--- src/rtl/pns_pkg.sv ---
// ---------------------------------------------------------------------------
// pns_pkg: shared types and constants for pad noise subtraction
// Field widths, register indexes, status codes and the sequencer states.
// ---------------------------------------------------------------------------
`default_nettype none

package pns_pkg;

  localparam int LANES     = 8;      // samples per request
  localparam int RAW_W     = 12;     // raw ADC sample width
  localparam int OUT_W     = 18;     // corrected sample, signed Q14.4
  localparam int REF_W     = 18;     // stored reference sample, signed Q14.4
  localparam int BL_W      = 16;     // baseline, unsigned Q12.4
  localparam int AMP_W     = 16;     // amplitude, signed Q4.12
  localparam int AMP_FRAC  = 12;     // fraction bits of the amplitude
  localparam int ST_W      = 2;
  localparam int CFG_IDX_W = 2;
  localparam int CFG_W     = 10;
  localparam int WS_W      = 9;      // window start width
  localparam int WE_W      = 10;     // window end width
  localparam int ADC_MAX   = 4095;
  localparam int PRD_W     = 2 * REF_W;

  localparam logic [AMP_W-1:0] AMP_UNITY = 16'd4096;
  localparam logic [WE_W-1:0]  WEND_RST  = 10'd64;

  // configuration register indexes
  localparam logic [CFG_IDX_W-1:0] CFG_SKIP   = 2'd0;
  localparam logic [CFG_IDX_W-1:0] CFG_WSTART = 2'd1;
  localparam logic [CFG_IDX_W-1:0] CFG_WEND   = 2'd2;

  // op codes of an input request
  localparam logic OP_REF = 1'b0;
  localparam logic OP_PAD = 1'b1;

  // status codes
  localparam logic [ST_W-1:0] ST_OK       = 2'd0;
  localparam logic [ST_W-1:0] ST_ZERO_DEN = 2'd1;
  localparam logic [ST_W-1:0] ST_NO_REF   = 2'd2;

  typedef enum logic [2:0] {
    S_IDLE,
    S_BL_SWEEP,
    S_BL_DIV,
    S_ST_SWEEP,
    S_AMP_DIV,
    S_OUT_RD,
    S_OUT_MUL,
    S_OUT_FIN
  } state_t;

  // per-lane controls from the sequencer
  typedef struct packed {
    logic ref_we;   // write the corrected sample into the reference store
    logic is_ref;   // pad is a reference pad
    logic sub_en;   // subtract the scaled reference
  } lane_ctrl_t;

endpackage

`default_nettype wire

--- src/rtl/pns_lane.sv ---
// ---------------------------------------------------------------------------
// pns_lane: one sample lane
// Holds the lane's share of the pad and reference stores and does the
// per-sample window test, least-squares products and final correction.
// ---------------------------------------------------------------------------
`default_nettype none

module pns_lane import pns_pkg::*; #(
  parameter int CHUNKS  = 64,
  parameter int LANE_ID = 0,
  parameter int BND_W   = 10,
  parameter int CHUNK_W = $clog2(CHUNKS)
) (
  input  wire logic                    clk,
  input  wire logic                    wr_en,
  input  wire logic [CHUNK_W-1:0]      wr_addr,
  input  wire logic [RAW_W-1:0]        wr_data,
  input  wire logic [CHUNK_W-1:0]      rd_addr,
  input  wire logic [CHUNK_W-1:0]      data_k,
  input  wire lane_ctrl_t              ctrl,
  input  wire logic [BND_W-1:0]        win_lo,
  input  wire logic [BND_W-1:0]        win_hi,
  input  wire logic [BL_W-1:0]         bl,
  input  wire logic signed [AMP_W-1:0] amp,
  output logic [RAW_W-1:0]             win_raw,
  output logic signed [PRD_W-1:0]      prod_rv,
  output logic signed [PRD_W-1:0]      prod_rr,
  output logic signed [OUT_W-1:0]      corr
);

  localparam int PA_W  = REF_W + AMP_W;
  localparam int RND_W = PA_W - AMP_FRAC;
  localparam int D_W   = RND_W + 2;

  logic [RAW_W-1:0]        pad_mem [CHUNKS];
  logic signed [REF_W-1:0] ref_mem [CHUNKS];
  logic [RAW_W-1:0]        raw;
  logic signed [REF_W-1:0] ref_q;
  logic signed [PA_W-1:0]  pa;

  logic [BND_W-1:0]        idx;
  logic                    in_win;
  logic signed [18:0]      v;
  logic signed [17:0]      v18;
  logic signed [18:0]      hi;
  logic signed [PA_W-1:0]  pa_bias;
  logic signed [RND_W-1:0] rnd;
  logic signed [D_W-1:0]   d;
  logic signed [OUT_W-1:0] d_sat;
  logic signed [18:0]      c;

  // pad store: written per request, read registered
  always_ff @(posedge clk) begin
    if (wr_en) begin
      pad_mem[wr_addr] <= wr_data;
    end
    raw <= pad_mem[rd_addr];
  end

  // reference store: written during the output pass of a reference pad
  always_ff @(posedge clk) begin
    if (ctrl.ref_we) begin
      ref_mem[rd_addr] <= corr;
    end
    ref_q <= ref_mem[rd_addr];
  end

  // window test and baseline-corrected sample
  always_comb begin
    idx     = BND_W'(data_k) * BND_W'(LANES) + BND_W'(LANE_ID);
    in_win  = (idx >= win_lo) && (idx < win_hi);
    win_raw = in_win ? raw : '0;
    v       = $signed({3'b000, raw, 4'b0000}) - $signed({3'b000, bl});
    v18     = v[17:0];
    hi      = $signed(19'(ADC_MAX * 16)) - $signed({3'b000, bl});
  end

  // register products for the sums and the correction term
  always_ff @(posedge clk) begin
    if (in_win && (v != 19'sd0)) begin
      prod_rv <= ref_q * v18;
      prod_rr <= ref_q * ref_q;
    end else begin
      prod_rv <= '0;
      prod_rr <= '0;
    end
    pa <= ref_q * amp;
  end

  // round the correction half up, subtract, saturate and clamp
  always_comb begin
    pa_bias = pa + PA_W'(2048);
    rnd     = RND_W'(pa_bias >>> AMP_FRAC);
    d       = {{(D_W-19){v[18]}}, v} - {{2{rnd[RND_W-1]}}, rnd};
    if (d > D_W'(131071)) begin
      d_sat = 18'sh1FFFF;
    end else if (d < -D_W'(131072)) begin
      d_sat = 18'sh20000;
    end else begin
      d_sat = d[OUT_W-1:0];
    end
    c = ctrl.sub_en ? {d_sat[17], d_sat} : v;
    if (raw == '0) begin
      c = '0;
    end else if (raw == RAW_W'(ADC_MAX)) begin
      c = hi;
    end
    if (c > hi) begin
      c = hi;
    end
    corr = ctrl.is_ref ? v18 : c[OUT_W-1:0];
  end

endmodule

`default_nettype wire
--- config.mk ---
export PLATFORM = sky130hd
export DESIGN_NAME = pns_lane
export DESIGN_NICKNAME = d
export VERILOG_FILES = /design/src/rtl/pns_pkg.sv /design/src/rtl/pns_lane.sv
export SDC_FILE = /design/constraint.sdc
export NUM_CORES = 2
export LEC_CHECK = 0
export BUFFER_PORTS_ARGS = -buffer_cell sky130_fd_sc_hd__buf_2
export CORE_MARGIN = 1
export CORE_UTILIZATION = 53
export CTS_CLUSTER_DIAMETER = 100
export DETAILED_ROUTE_END_ITERATION = 7
export GPL_TIMING_DRIVEN = 0
export HOLD_SLACK_MARGIN = 0.15
export PLACE_DENSITY = 0.67
export SYNTH_ARGS = -nofsm -noshare
export SYNTH_HDL_FRONTEND = slang
export SYNTH_SLANG_ARGS = --single-unit
--- constraint.sdc ---
create_clock -name clk -period 23.7 [get_ports clk]
set_clock_uncertainty 0.1 [all_clocks]
set_input_delay 2.37 -clock clk [delete_from_list [all_inputs] [get_ports clk]]
set_output_delay 2.37 -clock clk [all_outputs]
set_load 0.02 [all_outputs]
Yosys cells after proc, flatten, opt, wreduce, memory -nomap -nowiden
Memories as Yosys holds them, arrays and structs flattened. A register that Yosys moved wholly into a read port is not among the register bits.
Index checks and enable logic that the tools add are counted.
{"block": "word_totals", "register_bits": 106, "latchBits": 0, "ram_bits": 1920, "romBits": 0, "in_bits": 87, "output_inout_bits": 102, "elab_cells": 34, "memories": 2}
{"memory": "ref_mem", "depth": 64, "width": 18, "read_ports": 1, "rd_ports_with_merged_regs": 1, "wr": 1, "line_no": "pns_lane.sv:36", "rtl": "logic signed [REF_W-1:0] ref_mem [CHUNKS];"}
{"memory": "pad_mem", "depth": 64, "width": 12, "read_ports": 1, "rd_ports_with_merged_regs": 1, "wr": 1, "line_no": "pns_lane.sv:35", "rtl": "logic [RAW_W-1:0] pad_mem [CHUNKS];"}
{"block": "classes", "add_sub_neg": 4, "mul": 3, "div": 0, "n_lt_le_gt_ge": 5, "eq_ne": 1, "shift": 0, "muxes": 12, "bitwise_logic": 0, "reduce_logical": 4}
{"operator": "2-to-1 mux 18 bit", "n": 4}
{"operator": "2-to-1 mux 19 bit", "n": 3}
{"operator": "multiplier 18 x 18 -> 36 bit", "n": 1}
{"operator": "multiplier 18 x 17 -> 35 bit", "n": 1}
{"operator": "adder 34 x 13 -> 34 bit, second input constant", "n": 1}
{"operator": "multiplier 18 x 16 -> 34 bit", "n": 1}
{"operator": "> comparator 23 x 18 -> 1 bit, second input constant", "n": 1}
{"operator": "less-than comparator 23 x 18 -> 1 bit, second input constant", "n": 1}
{"operator": "subtractor 17 x 22 -> 23 bit", "n": 1}
{"operator": "> comparator 19 x 17 -> 1 bit", "n": 1}
{"operator": "nonzero test 19 bit", "n": 1}
{"operator": "subtractor 16 x 16 -> 17 bit", "n": 1}
{"operator": "subtractor 16 x 16 -> 17 bit, first input constant", "n": 1}
{"operator": "equality test 12 bit, second input constant", "n": 1}
{"operator": "zero test 12 bit", "n": 1}
{"operator": "2-to-1 mux 12 bit", "n": 1}
{"operator": ">= comparator 9 x 10 -> 1 bit", "n": 1}
{"operator": "less-than comparator 9 x 10 -> 1 bit", "n": 1}
{"operator": "2-to-1 mux 1 bit", "n": 4}
{"operator": "logical AND 1 bit", "n": 2}

Logic depth before layout (Yosys ltp)
{"block": "logic_depth", "ltp_word": 11, "ltp_mapped": 42, "ltp_nobuf": 38}

Worst setup path before layout
No wires, ideal clock.
{"block": "synth_timing", "path_kind": "input port to output port", "startpoint": "input bl[0]", "endpoint": "output corr[11]", "arrival_time_ns": 13.783, "required_ns": 21.230, "path_slack_ns": 7.447, "stages": 37, "n_path_buf": 4, "cell_sequence": "inv_1 -> clkbuf_1 -> ha_1 -> and4bb_1 -> o22ai_1 -> a2111oi_0 -> clkbuf_1 -> nand2_1 -> nand2_1 -> a21oi_1 -> o21bai_1 -> inv_2 -> buf_1 -> ha_1 -> nand2_1 -> and4b_1 -> clkbuf_1 -> nor3_1 -> a2111o_1 -> a211o_1 -> nor4_2 -> a21oi_1 -> or3_1 -> a21oi_1 -> ha_1 -> nor2b_1 -> o21a_1 -> o21a_1 -> o21a_1 -> o21a_1 -> o21ai_0 -> a21oi_1 -> o211ai_1 -> a21boi_0 -> o21ai_1 -> nand2_1 -> o41ai_1"}
{"block": "synth_via", "elab_chain_len": 11, "word_cells_on_any_way": 13, "cone_classes": "3 x add/sub; 3 x order compare; 7 x mux"}
{"element": "start: declaration", "line_no": "pns_lane.sv:23", "rtl": "input wire logic [BL_W-1:0] bl,"}
{"element": "subtractor 16 x 16 -> 17 bit", "line_no": "pns_lane.sv:73", "rtl": "v = $signed({3'b000, raw, 4'b0000}) - $signed({3'b000, bl});"}
{"element": "subtractor 17 x 22 -> 23 bit", "line_no": "pns_lane.sv:94", "rtl": "d = {{(D_W-19){v[18]}}, v} - {{2{rnd[RND_W-1]}}, rnd};"}
{"element": "less-than comparator 23 x 18 -> 1 bit", "line_no": "pns_lane.sv:97", "rtl": "end else if (d < -D_W'(131072)) begin"}
{"element": "2-to-1 mux 18 bit", "line_no": "pns_lane.sv:97"}
{"element": "2-to-1 mux 18 bit", "line_no": "pns_lane.sv:95", "rtl": "if (d > D_W'(131071)) begin"}
{"element": "2-to-1 mux 19 bit", "line_no": "pns_lane.sv:102", "rtl": "c = ctrl.sub_en ? {d_sat[17], d_sat} : v;"}
{"element": "2-to-1 mux 19 bit", "line_no": "pns_lane.sv:105", "rtl": "end else if (raw == RAW_W'(ADC_MAX)) begin"}
{"element": "2-to-1 mux 19 bit", "line_no": "pns_lane.sv:103", "rtl": "if (raw == '0) begin"}
{"element": "> comparator 19 x 17 -> 1 bit", "line_no": "pns_lane.sv:108", "rtl": "if (c > hi) begin"}
{"element": "2-to-1 mux 18 bit", "line_no": "pns_lane.sv:108"}
{"element": "2-to-1 mux 18 bit *", "line_no": "pns_lane.sv:111", "rtl": "corr = ctrl.is_ref ? v18 : c[OUT_W-1:0];"}
{"element": "end: declaration", "line_no": "pns_lane.sv:28", "rtl": "output logic signed [OUT_W-1:0] corr"}
Every way passes the cells marked *; elsewhere a longest branch is shown, timed or not.

Worst setup path in the final report
{"block": "layout_timing", "startpoint": "input bl[0]", "endpoint": "output corr[12]"}
The elaborated chain is that of the path after synthesis.

==> out/results.ini <==
[run_status]
outcome = finished with violations
failed_checks = capacitance limit, slew limit

[cells_and_area]
drive_gt1_frac = 0.1023
design.final.nets = 9894
stdcell_area_um2 = 122900
layout-area-overhead-vs-synth_pct = 13.26
fillerInstances = 15500
finalCoreUtilization = 0.6060

[yosys]
synthCells = 8027
mappedNetlistArea_um2 = 108500
syn-num-nets = 9351
async_set_or_reset_flop_fraction_in_the_synthesized_netlist = 0
synth.top_cell.area_share = 0.5315
synth_top_cells_by_area = edfxtp_1 53%, fa_1 17%, a22oi_1 3.9%
yosys.area.top_type = edfxtp_1
synthTopCellsByCount = 1920 x edfxtp_1, 1032 x inv_1, 901 x fa_1, 560 x a22oi_1, 545 x nand2_1
synth_ff_type = edfxtp_1
count_of_flip_flops_with_a_built_in_enable_after_synthesis = 1920
synth-seq-cells = 2043
synth_warnings = 0
synthMostInstantiatedCell = edfxtp_1
synth_seq_area_share = 0.5542
postSynthAreaPerCell_um2 = 13.51
synthDistinctLibCells = 90

[clock_tree]
cts_hold_repair.buffers = 0
clock_sink_count = 2043
cts_tree = yes
cts-htree-levels = 4
cts_post_setup_buffers_inserted = 0
root_buffer = clkbuf_16
ctsLongestPathBuffers = 3
clk_transition_reported_paths_ps = 60
post_cts_resized = 0
worstSkewPairLatency_ps = 930
cts_inserted_buffers = 199

[routing]
drtIter0Drc = 13620
routed-via-count = 78480
ant_nets = 0
drc = 0
detail_route.wirelength_um = 437700
detail_route.wl_per_cell_um = 38.21
detail_route.vias_per_cell = 6.851
first_pass_iters = 7

[floorplanning]
coreArea_um2 = 202700
die_w_um = 454.4
rows = 165
floorplan.initialDensity = 0.5351
die_area_um2 = 206500
ioPinCount = 189
die-height_um = 454.4

[timing]
maxClockFrequency_ghz = 0.05450
rsz_0062_raised_after_global_routing = no
setup_tns_ps = 0
finalSetupViolations = 0
finalHoldViolations = 0
final.period_utilization = 0.7742
final_period_minus_worst_setup_slack_ps = 18350
worstMarginPinSlew_ps = 1771
timing.slew.headroom = -0.1808
drv_slew = 746

[place]
finalWeightedCongestion = 1.023
placement.cell_area_um2 = 116100
numPortBuffers = 171
dp.final_hpwl_um = 309800

[grt]
grt_start_max_net_pins = 66
first_pass_grt_wire_length_um = 593500
antenna_violations_before_repair = 49
globalRoute.totalOverflow = 0
globalRouteTotalUtil = 0.4251
first_global_vias = 76390

[worst_setup_path]
endpoint_arrival_time_on_the_critical_path_ps = 15880
critical_path.slowest_cell = clkbuf_1
path_max_fanout = 15
critPathMaxStageDelay_ps = 990
timing.critical_path.to_type = primary output
criticalPathCategory = in -> out
required_ps = 21230
cp-start-kind = input port

[min_path]
timing.hold.worst.class = reg -> reg

[flow_run]
max_cap_viol_count = 67

[critical path: cells and delay by family]
| family | cells | cell delay (ps) |
|---|---|---|
| adders and majority gates | 3 | 1440 |
| and+or+nand+nor | 8 | 1740 |
| buffers and inverters | 13 | 4420 |
| AOI/OAI and AO/OA | 22 | 5840 |
[layout by cell type, fill, tap and decap left out, types with 123 or more instances in the layout]
cell type and n:
edfxtp_1 1920, inv_1 1032, fa_1 901, a22oi_1 560, nand2_1 545, clkbuf_1 345
ha_1 336, and2_1 252, a221oi_1 207, a31oi_1 206, a22o_1 202, clkbuf_16 202
nor2_1 201, buf_2 194, a21oi_1 147, dfxtp_1 123
[cell families (layout without fill, tap and decap cells)]
group                      after synthesis  in the layout  synth area share
muxes                                    7              7         0.0007151
DFF                                   2043           2043            0.5542
other                                    1             58        0.00003457
xor gates and xnor gates               156            156           0.01260
and+or+nand+nor                       1532           1532           0.06792
buffers and inverters                 1465           2165           0.05084
adders and majority gates             1237           1237            0.2050
AOI/OAI and AO/OA                     1586           1586            0.1086
[final timing paths]
path	from	slack, ps	endpoint	depth (start not counted)
setup reg to reg	raw[5]	10750	ref_mem[17][9]	44
hold / removal	ref_mem[15][16]	580	ref_q[16]	4
hold reg to reg	ref_mem[15][16]	580	ref_q[16]	4
setup / recovery	bl[0]	5350	corr[12]	46
[through the flow]
step	setup WS (ps)	instances	hold slack [ps]
after floorplan	7447	8027	455.0
after global placement	-3538	10870	574.7
after detailed placement	5884	11040	581.8
after CTS	5836	11400	587.1
after global routing	4904	11420	615.4
final	5351	11460	576.2
[layer usage]
| metal | track usage | routed length [um] | vias to the layer above |
|---|---|---|---|
| met5 | 0.01376 | 467 | - |
| met4 | 0.3675 | 46940 | 42 |
| li1 | - | - | 29950 |
| met1 | 0.4847 | 134500 | 38900 |
| met3 | 0.1649 | 66850 | 2126 |
| met2 | 0.6252 | 188900 | 7462 |
[registers in the layout, indices dropped and copies added, names as in the netlist]
signal	cells
ref_mem	1152
raw	12
prod_rr	35
pad_mem	768
ref_q	18
prod_rv	35
pa	23
[area by class of cell]
class	instances	area, um2	share of cell area
diodes	57	142.6	0.001161
plain buffers	429	1727	0.01405
clock buffers	245	5216	0.04246
clock inverters	113	1256	0.01023
inverters	1036	3889	0.03165
multi-input cells	4519	43480	0.3540
flip-flops and latches	2043	60120	0.4893
well taps	2672	3343	0.02721
repair buffers	342	3677	0.02993
Power is left out: the tool's default activity adds up to more than one toggle a clock period on the data nets, which glitch-free logic cannot reach.
