File: config.mk
export PLATFORM = sky130hd
export DESIGN_NAME = pns_div
export DESIGN_NICKNAME = d
export VERILOG_FILES = /design/src/rtl/pns_pkg.sv /design/src/rtl/pns_div.sv
export SDC_FILE = /design/constraint.sdc
export NUM_CORES = 1
export LEC_CHECK = 0
export BUFFER_PORTS_ARGS = -buffer_cell sky130_fd_sc_hd__buf_2
export CAP_MARGIN = 20
export CORE_AREA = 10 10 152 154
export CTS_CLUSTER_DIAMETER = 30
export CTS_CLUSTER_SIZE = 28
export DETAILED_ROUTE_END_ITERATION = 12
export DIE_AREA = 0 0 162 164
export PLACE_DENSITY = 0.66
export RECOVER_POWER = 100
export SLEW_MARGIN = 20
export SYNTH_ARGS = -nofsm -noshare
export SYNTH_HDL_FRONTEND = slang
export SYNTH_SLANG_ARGS = --single-unit
File: constraint.sdc
create_clock -name clk -period 3.2 [get_ports clk]
set_input_delay 0.48 -clock clk [delete_from_list [all_inputs] [get_ports clk]]
set_output_delay 0.48 -clock clk [all_outputs]
set_load 0.05 [all_outputs]
File: src/rtl/pns_pkg.sv
// ---------------------------------------------------------------------------
// pns_pkg: shared types and constants for pad noise subtraction
// Field widths, register indexes, status codes and the sequencer states.
// ---------------------------------------------------------------------------
`default_nettype none

package pns_pkg;

  localparam int LANES     = 8;      // samples per request
  localparam int RAW_W     = 12;     // raw ADC sample width
  localparam int OUT_W     = 18;     // corrected sample, signed Q14.4
  localparam int REF_W     = 18;     // stored reference sample, signed Q14.4
  localparam int BL_W      = 16;     // baseline, unsigned Q12.4
  localparam int AMP_W     = 16;     // amplitude, signed Q4.12
  localparam int AMP_FRAC  = 12;     // fraction bits of the amplitude
  localparam int ST_W      = 2;
  localparam int CFG_IDX_W = 2;
  localparam int CFG_W     = 10;
  localparam int WS_W      = 9;      // window start width
  localparam int WE_W      = 10;     // window end width
  localparam int ADC_MAX   = 4095;
  localparam int PRD_W     = 2 * REF_W;

  localparam logic [AMP_W-1:0] AMP_UNITY = 16'd4096;
  localparam logic [WE_W-1:0]  WEND_RST  = 10'd64;

  // configuration register indexes
  localparam logic [CFG_IDX_W-1:0] CFG_SKIP   = 2'd0;
  localparam logic [CFG_IDX_W-1:0] CFG_WSTART = 2'd1;
  localparam logic [CFG_IDX_W-1:0] CFG_WEND   = 2'd2;

  // op codes of an input request
  localparam logic OP_REF = 1'b0;
  localparam logic OP_PAD = 1'b1;

  // status codes
  localparam logic [ST_W-1:0] ST_OK       = 2'd0;
  localparam logic [ST_W-1:0] ST_ZERO_DEN = 2'd1;
  localparam logic [ST_W-1:0] ST_NO_REF   = 2'd2;

  typedef enum logic [2:0] {
    S_IDLE,
    S_BL_SWEEP,
    S_BL_DIV,
    S_ST_SWEEP,
    S_AMP_DIV,
    S_OUT_RD,
    S_OUT_MUL,
    S_OUT_FIN
  } state_t;

  // per-lane controls from the sequencer
  typedef struct packed {
    logic ref_we;   // write the corrected sample into the reference store
    logic is_ref;   // pad is a reference pad
    logic sub_en;   // subtract the scaled reference
  } lane_ctrl_t;

endpackage

`default_nettype wire

File: src/rtl/pns_div.sv
// ---------------------------------------------------------------------------
// pns_div: restoring unsigned divider
// One quotient bit per cycle; shared by the baseline and amplitude steps.
// ---------------------------------------------------------------------------
`default_nettype none

module pns_div import pns_pkg::*; #(
  parameter int DVD_W = 57,
  parameter int DVS_W = 45
) (
  input  wire logic             clk,
  input  wire logic             rst,
  input  wire logic             start,
  input  wire logic [DVD_W-1:0] dividend,
  input  wire logic [DVS_W-1:0] divisor,
  output logic                  done,
  output logic [DVD_W-1:0]      quotient
);

  localparam int CNT_W = $clog2(DVD_W + 1);

  logic [DVS_W-1:0] rem;
  logic [DVS_W-1:0] dvs;
  logic [CNT_W-1:0] cnt;
  logic             busy;
  logic [DVS_W:0]   trial;
  logic [DVS_W:0]   diff;
  logic             ge;

  // trial subtract of the shifted remainder
  always_comb begin
    trial = {rem, quotient[DVD_W-1]};
    diff  = trial - {1'b0, dvs};
    ge    = ~diff[DVS_W];
  end

  // control: count the quotient bits
  always_ff @(posedge clk) begin
    if (rst) begin
      busy <= 1'b0;
      done <= 1'b0;
      cnt  <= '0;
    end else begin
      done <= 1'b0;
      if (start) begin
        busy <= 1'b1;
        cnt  <= '0;
      end else if (busy) begin
        cnt <= cnt + 1'b1;
        if (cnt == CNT_W'(DVD_W - 1)) begin
          busy <= 1'b0;
          done <= 1'b1;
        end
      end
    end
  end

  // datapath: shift in one quotient bit
  always_ff @(posedge clk) begin
    if (start) begin
      rem      <= '0;
      dvs      <= divisor;
      quotient <= dividend;
    end else if (busy) begin
      rem      <= ge ? diff[DVS_W-1:0] : trial[DVS_W-1:0];
      quotient <= {quotient[DVD_W-2:0], ge};
    end
  end

endmodule

`default_nettype wire

# [Word level (Yosys, flattened, before mapping)]
# Index checks and enable logic that the tools add are counted.
[word_totals] regBits=155 word_cells=21
[op_classes] addsub=2 muxes=7 bitwise=2 eq_ne=1 reduce_logical=3
[ops] operator="$mux 57" count=2
[ops] operator="$sub 46x45->46" count=1
[ops] operator="$mux 45" count=1
[ops] operator="$add 6x1->6 const B" count=1
[ops] operator="$eq 6x6->1 const B" count=1
[ops] operator="$mux 1" count=4
[ops] operator="$reduce_or 3->1" count=1
[ops] operator="$not 1->1" count=2
[ops] operator="$reduce_bool 2->1" count=1
[ops] operator="$reduce_or 2->1" count=1

# [Longest topological paths before layout]
# Gate-level depths: netlist of run 1.
[logic_depth] depth_word=4 ltp_mapped=13 ltp_nobuf=12

# [Worst setup path before layout of run 1]
# OpenSTA, ideal clock, no wires.
[synth_timing] kind="flip-flop to flip-flop" start="reg quotient[56]" end="reg rem[30]" setup_time_ns=0.086 path_stages_with_launch=13 path_slack_ns=0.084 synth_period_minus_slack_ns=3.116 t_arrival_ns=3.030 required_time_ns=3.114 path_cell_list="edfxtp_1 inv_1 ha_1 fa_1 nand2b_1 a21oi_1 o21ai_0 a2111oi_0 nor2_1 o21bai_1 xnor2_1 mux2i_1 a211oi_1"
[synth_via] elab_chain_cells=2
[synth_rtl] element="start: declaration" line_no="pns_div.sv:17" rtl="output logic [DVD_W-1:0] quotient"
[synth_rtl] element="start signal: assignment" line_no="pns_div.sv:63" rtl="quotient <= dividend;"
[synth_rtl] element="start signal: assignment" line_no="pns_div.sv:66" rtl="quotient <= {quotient[DVD_W-2:0], ge};"
[synth_rtl] element="$sub 46x45->46" line_no="pns_div.sv:33" rtl="diff = trial - {1'b0, dvs};"
[synth_rtl] element="$mux 45" line_no="pns_div.sv:65" rtl="rem <= ge ? diff[DVS_W-1:0] : trial[DVS_W-1:0];"
[synth_rtl] element="end signal: assignment" line_no="pns_div.sv:65"
[synth_rtl] element="end: declaration" line_no="pns_div.sv:22" rtl="logic [DVS_W-1:0] rem;"
# Every way passes these cells.
# A chain may end at the register's enable or synchronous reset.

# [Worst setup path after layout of run 1]
[layout_timing] start="reg dvs[40]" end="reg rem[0]"
[layout_via] elab_chain_cells=2
[layout_rtl] element="start: declaration" line_no="pns_div.sv:23" rtl="logic [DVS_W-1:0] dvs;"
[layout_rtl] element="start signal: assignment" line_no="pns_div.sv:62" rtl="dvs <= divisor;"
[layout_rtl] element="$sub 46x45->46" line_no="pns_div.sv:33"
[layout_rtl] element="$mux 45" line_no="pns_div.sv:65"
# Every way passes these cells.

==> flow_summary.yaml, run 1 <==
global_route:
  grt_pass1_wl_microns: 36600
  globalRouteMet2Util_pct: 26.4
  grt_use_met1_pct: 20.8
  grt_overflow: 0
  grt_busiest_layer: "met2"
  grt_use_total_pct: 16.8
  grt_pass1_vias: 7243
  grt_util_met3_pct: 6.96
  grt_max_degree: 52
  grt_antenna_before_repair: 2
synthesis:
  ys_async_sr_fraction_pct: 0
  synth_cells: 867
  syn-cell-area_sq_um: 8930
  synth_area_leaders: "edfxtp_1, dfxtp_1, mux2_2"
  synth_edf_count: 102
  ys_warn_count: 0
  syn_avg_cell_area_sq_um: 10.3
  yosysMostFrequentCell: "edfxtp_1"
  ys_seq_area_share_pct: 46.2
  synth_top_area_share_pct: 34.3
  synth_nets: 1020
  synth_top_area_cell: "edfxtp_1"
  synth.top_cells.by_count: "edfxtp_1, nand2_1, nor2_1"
  synth_ff_type: "edfxtp_1"
  ys_types: 61
  synth_seq_cells: 155
worst_setup_path:
  r2r_start: "dvs[40]"
  regToRegSetupSlack_ns: 0.14
  startpoint: "dvs[40]"
  critPathMaxFanout: 14
  start_kind: "flop"
  required_ns: 3.54
  r2r_end: "rem[0]"
  crit_end: "rem[0]"
  crit_type: "flop to flop"
  end_kind: "flop"
  worstPathArrival_ns: 3.41
  reg2regPathDepth: 13
clock_network:
  h-tree-depth: 4
  cts.root.buffer_cell: "clkbuf_16"
  path_clk_slew_ns: 0.07
  hold_buffers: 0
  cts_buffer_depth: 2
  clock_latency_ns: 0.43
  cts_tree: "done"
  cts_buffers: 17
  cts_sinks: 155
sta:
  finalCriticalPeriod_ns: 3.06
  slew_headroom_pct: 14.2
  tightestPinTransition_ns: 1.29
  setup_violations: 0
  finalHoldViolCount: 0
  slew_violations: 0
  rsz0062_at_grt: "yes"
  fmax_ghz: 0.327
  fin_ws_ns: 0.138
  period_share_pct: 95.7
  clock-skew-final_ns: 0.0102
placed_design:
  placedInstanceArea_sq_um: 10200
  dp_hpwl_microns: 16500
  place.gp.congestion: 0.912
  io_buffers: 162
  pre_cts_ws_ns: -0.0539
  numPlacedInstances: 1293
floorplan:
  core_area_sq_um: 20000
  rows: 52
  die_h_microns: 164
  die_width_microns: 162
  die_area_sq_um: 26600
  ios: 163
  initial_core_util_pct: 44.6
detailed_routing:
  via_count: 7201
  drt-initial-drc-count: 396
  wire_per_inst_microns: 17.0
  ant_nets: 0
  dr.pass1.iters: 5
  drcViolationCount: 0
  drt-vias-per-instance: 5.41
  routed_wl_microns: 22600
final_layout:
  final_area_sq_um: 10900
  area_delta_synth_final_pct: 22.5
  drive_gt1_share_pct: 24.7
  diodes: 0
  fillerInstances: 1865
  nets: 1201
  fin_cells: 1331
pwr:
  finalPower_w: 0.00582
  powerDensity_nw_per_um2: 532
  peakVddDrop_v: 0.000324
  leakagePower_nw: 4.37
min_path:
  hp-class: "input port to flop"
  min_from: "rst"
run_status:
  status: "completed"
run:
  maxCapViolCount: 0
[cell type report]
class / count / area (sq um) / area share (%)
multi-input cells: 611 / 4500 / 41.2
repair buffers: 205 / 1120 / 10.2
flip-flops and latches: 155 / 4120 / 37.7
clock buffers: 17 / 425 / 3.89
clock inverters: 15 / 213 / 1.95
well taps: 270 / 338 / 3.09
inverters: 58 / 218 / 1.99
[how the worst min path moves through the flow]
stage / cells past startpoint / to
after floorplan: 2 / rem[1]
after global placement: 2 / rem[20]
after detailed placement: 2 / rem[20]
after CTS: 2 / busy
after global routing: 1 / dvs[4]
final: 2 / busy
[sequential cells by signal, indices dropped and copies added, names as in the netlist]
| signal | flops |
|---|---|
| busy | 1 |
| cnt | 6 |
| done | 1 |
| dvs | 45 |
| quotient | 57 |
| rem | 45 |
[kinds of logic after synthesis]
logic type,count (synthesis),synth area share (%)
compound gates,205,14.9
xor+xnor,40,3.92
simple gates,223,12.0
flops,155,46.2
buf+inv,101,4.71
fa+ha+maj,48,6.81
mux,95,11.5
[repair_timing]
| action | in CTS | in global routing |
|---|---|---|
| gates cloned | 0 | 2 |
| setup buffers | 0 | 4 |
| resized for setup | 2 | 23 |
| endpoints found under the setup margin | 6 | 46 |
| pin swaps | 0 | 10 |
[worst max-delay path: stages, from the launching register on]
cell and delay (ns):
edfxtp_1 0.36, inv_1 0.07, ha_2 0.30, a21oi_2 0.16
o21ai_1 0.14, a311o_1 0.34, a21oi_1 0.23, mux2i_1 0.21
o21ai_0 0.17, a211oi_4 0.23, buf_6 0.16, buf_12 0.16
mux2_1 0.34, o22ai_1 0.10
[routing by layer]
metal / routed length (microns) / share of wire [%]
met1: 9990 / 44
met5: 7 / 0.031
met4: 366 / 1.6
met3: 1900 / 8.4
met2: 10300 / 46
[power by group]
group / leakage (nW) / total, W / switching [W] / internal (W)
Sequential: 1.45 / 0.00240 / 0.0000870 / 0.00232
Combinational: 2.61 / 0.00129 / 0.000826 / 0.000463
Clock: 0.308 / 0.00213 / 0.000987 / 0.00114
[through the flow]
step / TNS [ns] / util (%) / hold WS (ns)
after floorplan: 0 / - / 0.442
after global placement: -0.0426 / 50.9 / 0.459
after detailed placement: -0.114 / 50.9 / 0.464
after CTS: 0 / 54.1 / 0.191
after global routing: -0.313 / 54.6 / 0.198
final: 0 / 54.6 / 0.218
[placed cells by master, fill, tap and decap left out, types with 36 or more instances in the layout]
master    netlist  layout
a21oi_1        58      54
nand2_1        66      66
nor2_1         61      61
dfxtp_1        53      53
edfxtp_1      102     102
ha_1           47      43
buf_2           3     102
inv_1          58      58
buf_4           4      36
mux2i_1        36      36
mux2_2         58      58
clkbuf_1       27      61
No activity file was read; power rests on OpenSTA's default activity.
==> run 2: changes to the inputs <==
Settings changed: CTS_CLUSTER_DIAMETER 30 to 40.
Clock period 3.2 ns to 3.4 ns, I/O delays scaled along.
==> run 2 against run 1 <==
Via count decreased by 2.1%. Sequential power decreased by 6%. Routed wire length decreased by 2.9%. Cell count decreased by 2.1%. Critical path depth unchanged. Clock power decreased by 11%. Fmax decreased by 6.2%. Critical endpoint is now rem[40].
==> flow_summary.yaml, run 2 (same netlist as run 1, synthesis figures left out) <==
global_route:
  grt_pass1_wl_microns: 35700
  grt_max_degree: 101
  grt_overflow: 0
  grt_use_total_pct: 16.4
  grt_pass1_vias: 7127
  grt_antenna_before_repair: 2
pwr:
  peakVddDrop_v: 0.000329
  finalPower_w: 0.00532
  pwr-share-seq_pct: 42.4
  leakagePower_nw: 4.22
  p_int_w: 0.00357
  powerDensity_nw_per_um2: 504
  pwr-share-clk_pct: 35.8
  p_sw_w: 0.00175
  pwr-share-comb_pct: 21.8
  swShare_pct: 32.9
clock_network:
  h-tree-depth: 4
  cts_buffers: 17
  cts_buffer_depth: 2
  cts_sinks: 155
  hold_buffers: 0
  cts_tree: "done"
  cts_setup_buffers: 0
  path_clk_slew_ns: 0.08
  clock_latency_ns: 0.43
  cts-resized-gates: 1
  cts.root.buffer_cell: "clkbuf_16"
final_layout:
  nets: 1173
  largest-register: "quotient"
  diodes: 0
  fillerInstances: 1899
  final_cell_mix: "edfxtp_1, buf_2, nand2_1, clkbuf_1, nor2_1"
  area_delta_synth_final_pct: 18.2
  drive_gt1_share_pct: 20.8
  largest_reg_flops: 57
  final_common_cell: "edfxtp_1"
  top_regs: "quotient: 57 flops, dvs: 45 flops, rem: 45 flops"
min_path:
  hp-class: "input port to flop"
  hold_end: "busy"
  whs_path_depth: 2
  min_from: "rst"
run:
  maxCapViolCount: 0
sta:
  period_share_pct: 96.0
  finalCriticalPeriod_ns: 3.26
  tightestPinTransition_ns: 1.10
  finalHoldViolCount: 0
  slew_headroom_pct: 26.6
  rsz0062_at_grt: "yes"
  fmax_ghz: 0.306
  clock-skew-final_ns: 0.00938
  holdWs_ns: 0.242
  slew_violations: 0
  setup_violations: 0
  fin_ws_ns: 0.136
floorplan:
  rows: 52
  ios: 163
  die_area_sq_um: 26600
  die_width_microns: 162
  initial_core_util_pct: 44.6
  core_area_sq_um: 20000
  die_h_microns: 164
worst_setup_path:
  start_kind: "flop"
  reg2regPathDepth: 13
  regToRegSetupSlack_ns: 0.14
  critPathMaxFanout: 4
  crit_type: "flop to flop"
  r2r_start: "dvs[0]"
  worstPathArrival_ns: 3.58
  required_ns: 3.72
  end_kind: "flop"
  r2r_end: "rem[40]"
detailed_routing:
  ant_nets: 0
  routed_wl_microns: 21900
  via_count: 7050
  wire_per_inst_microns: 16.8
  drt-vias-per-instance: 5.41
  drcViolationCount: 0
  drt-initial-drc-count: 384
  dr.pass1.iters: 7
placed_design:
  io_buffers: 162
  place.gp.congestion: 0.901
  pre_cts_ws_ns: 0.0273
  dp_hpwl_microns: 16000
run_status:
  status: "completed"
-- run 2: area by class of cell --
class	count	area (sq um)	share of cell area [%]
well taps	270	338	3.20
multi-input cells	611	4400	41.7
clock inverters	15	176	1.67
repair buffers	177	872	8.27
flip-flops and latches	155	4120	39.1
clock buffers	17	425	4.03
inverters	58	218	2.06
-- run 2: power by group through the flow --
stage	clock [W]	combinational, W	sequential (W)
final	0.00190	0.00116	0.00226
after global routing	0.00202	0.00127	0.00228
after CTS	0.00195	0.00118	0.00225
after detailed placement	0	0.00118	0.00229
after global placement	0	0.00117	0.00229
after floorplan	0	0.000625	0.00253
-- run 2: worst max-delay path, cell delays in order, from the launching register on --
cell       delay [ns]
edfxtp_1         0.40
ha_1             0.23
fa_1             0.41
nand2b_1         0.18
a21oi_1          0.17
o21ai_0          0.22
a2111oi_1        0.56
buf_4            0.20
o21ai_0          0.07
buf_4            0.17
a31oi_1          0.22
o21ai_0          0.12
nand4_1          0.11
nand3_1          0.08
-- run 2: metal layers --
metal	global-route usage (%)	wire, microns	part of all wire [%]	vias to the layer above
met3	7.03	1840	8.4	27
met1	20.0	9820	45	3321
met4	4.71	347	1.6	4
met2	25.8	9910	45	194
li1	-	-	-	3504
met5	0	21	0.096	-
-- run 2: how the worst max path moves through the flow --
stage                  from  endpoint  cells after the start  slack, ns
3_5_place_dp   quotient[56]   rem[44]                     14       0.03
2_1_floorplan  quotient[56]   rem[30]                     12       0.28
6_report             dvs[0]   rem[40]                     13       0.14
5_1_grt        quotient[56]   rem[44]                     14     -0.004
4_1_cts              dvs[0]   rem[44]                     13       0.12
3_3_place_gp   quotient[56]   rem[44]                     14       0.03
-- run 2: per-stage QoR --
stage               instance area [sq um]  std cells  TNS (ns)  util (%)
finish                              10600       1303         0      52.7
global route                        10600       1303  -0.00380      52.7
CTS                                 10600       1303         0      53.0
detailed placement                  10000       1271         0      50.0
global placement                    10000       1271         0      50.0
floorplan                            8930        867         0         -
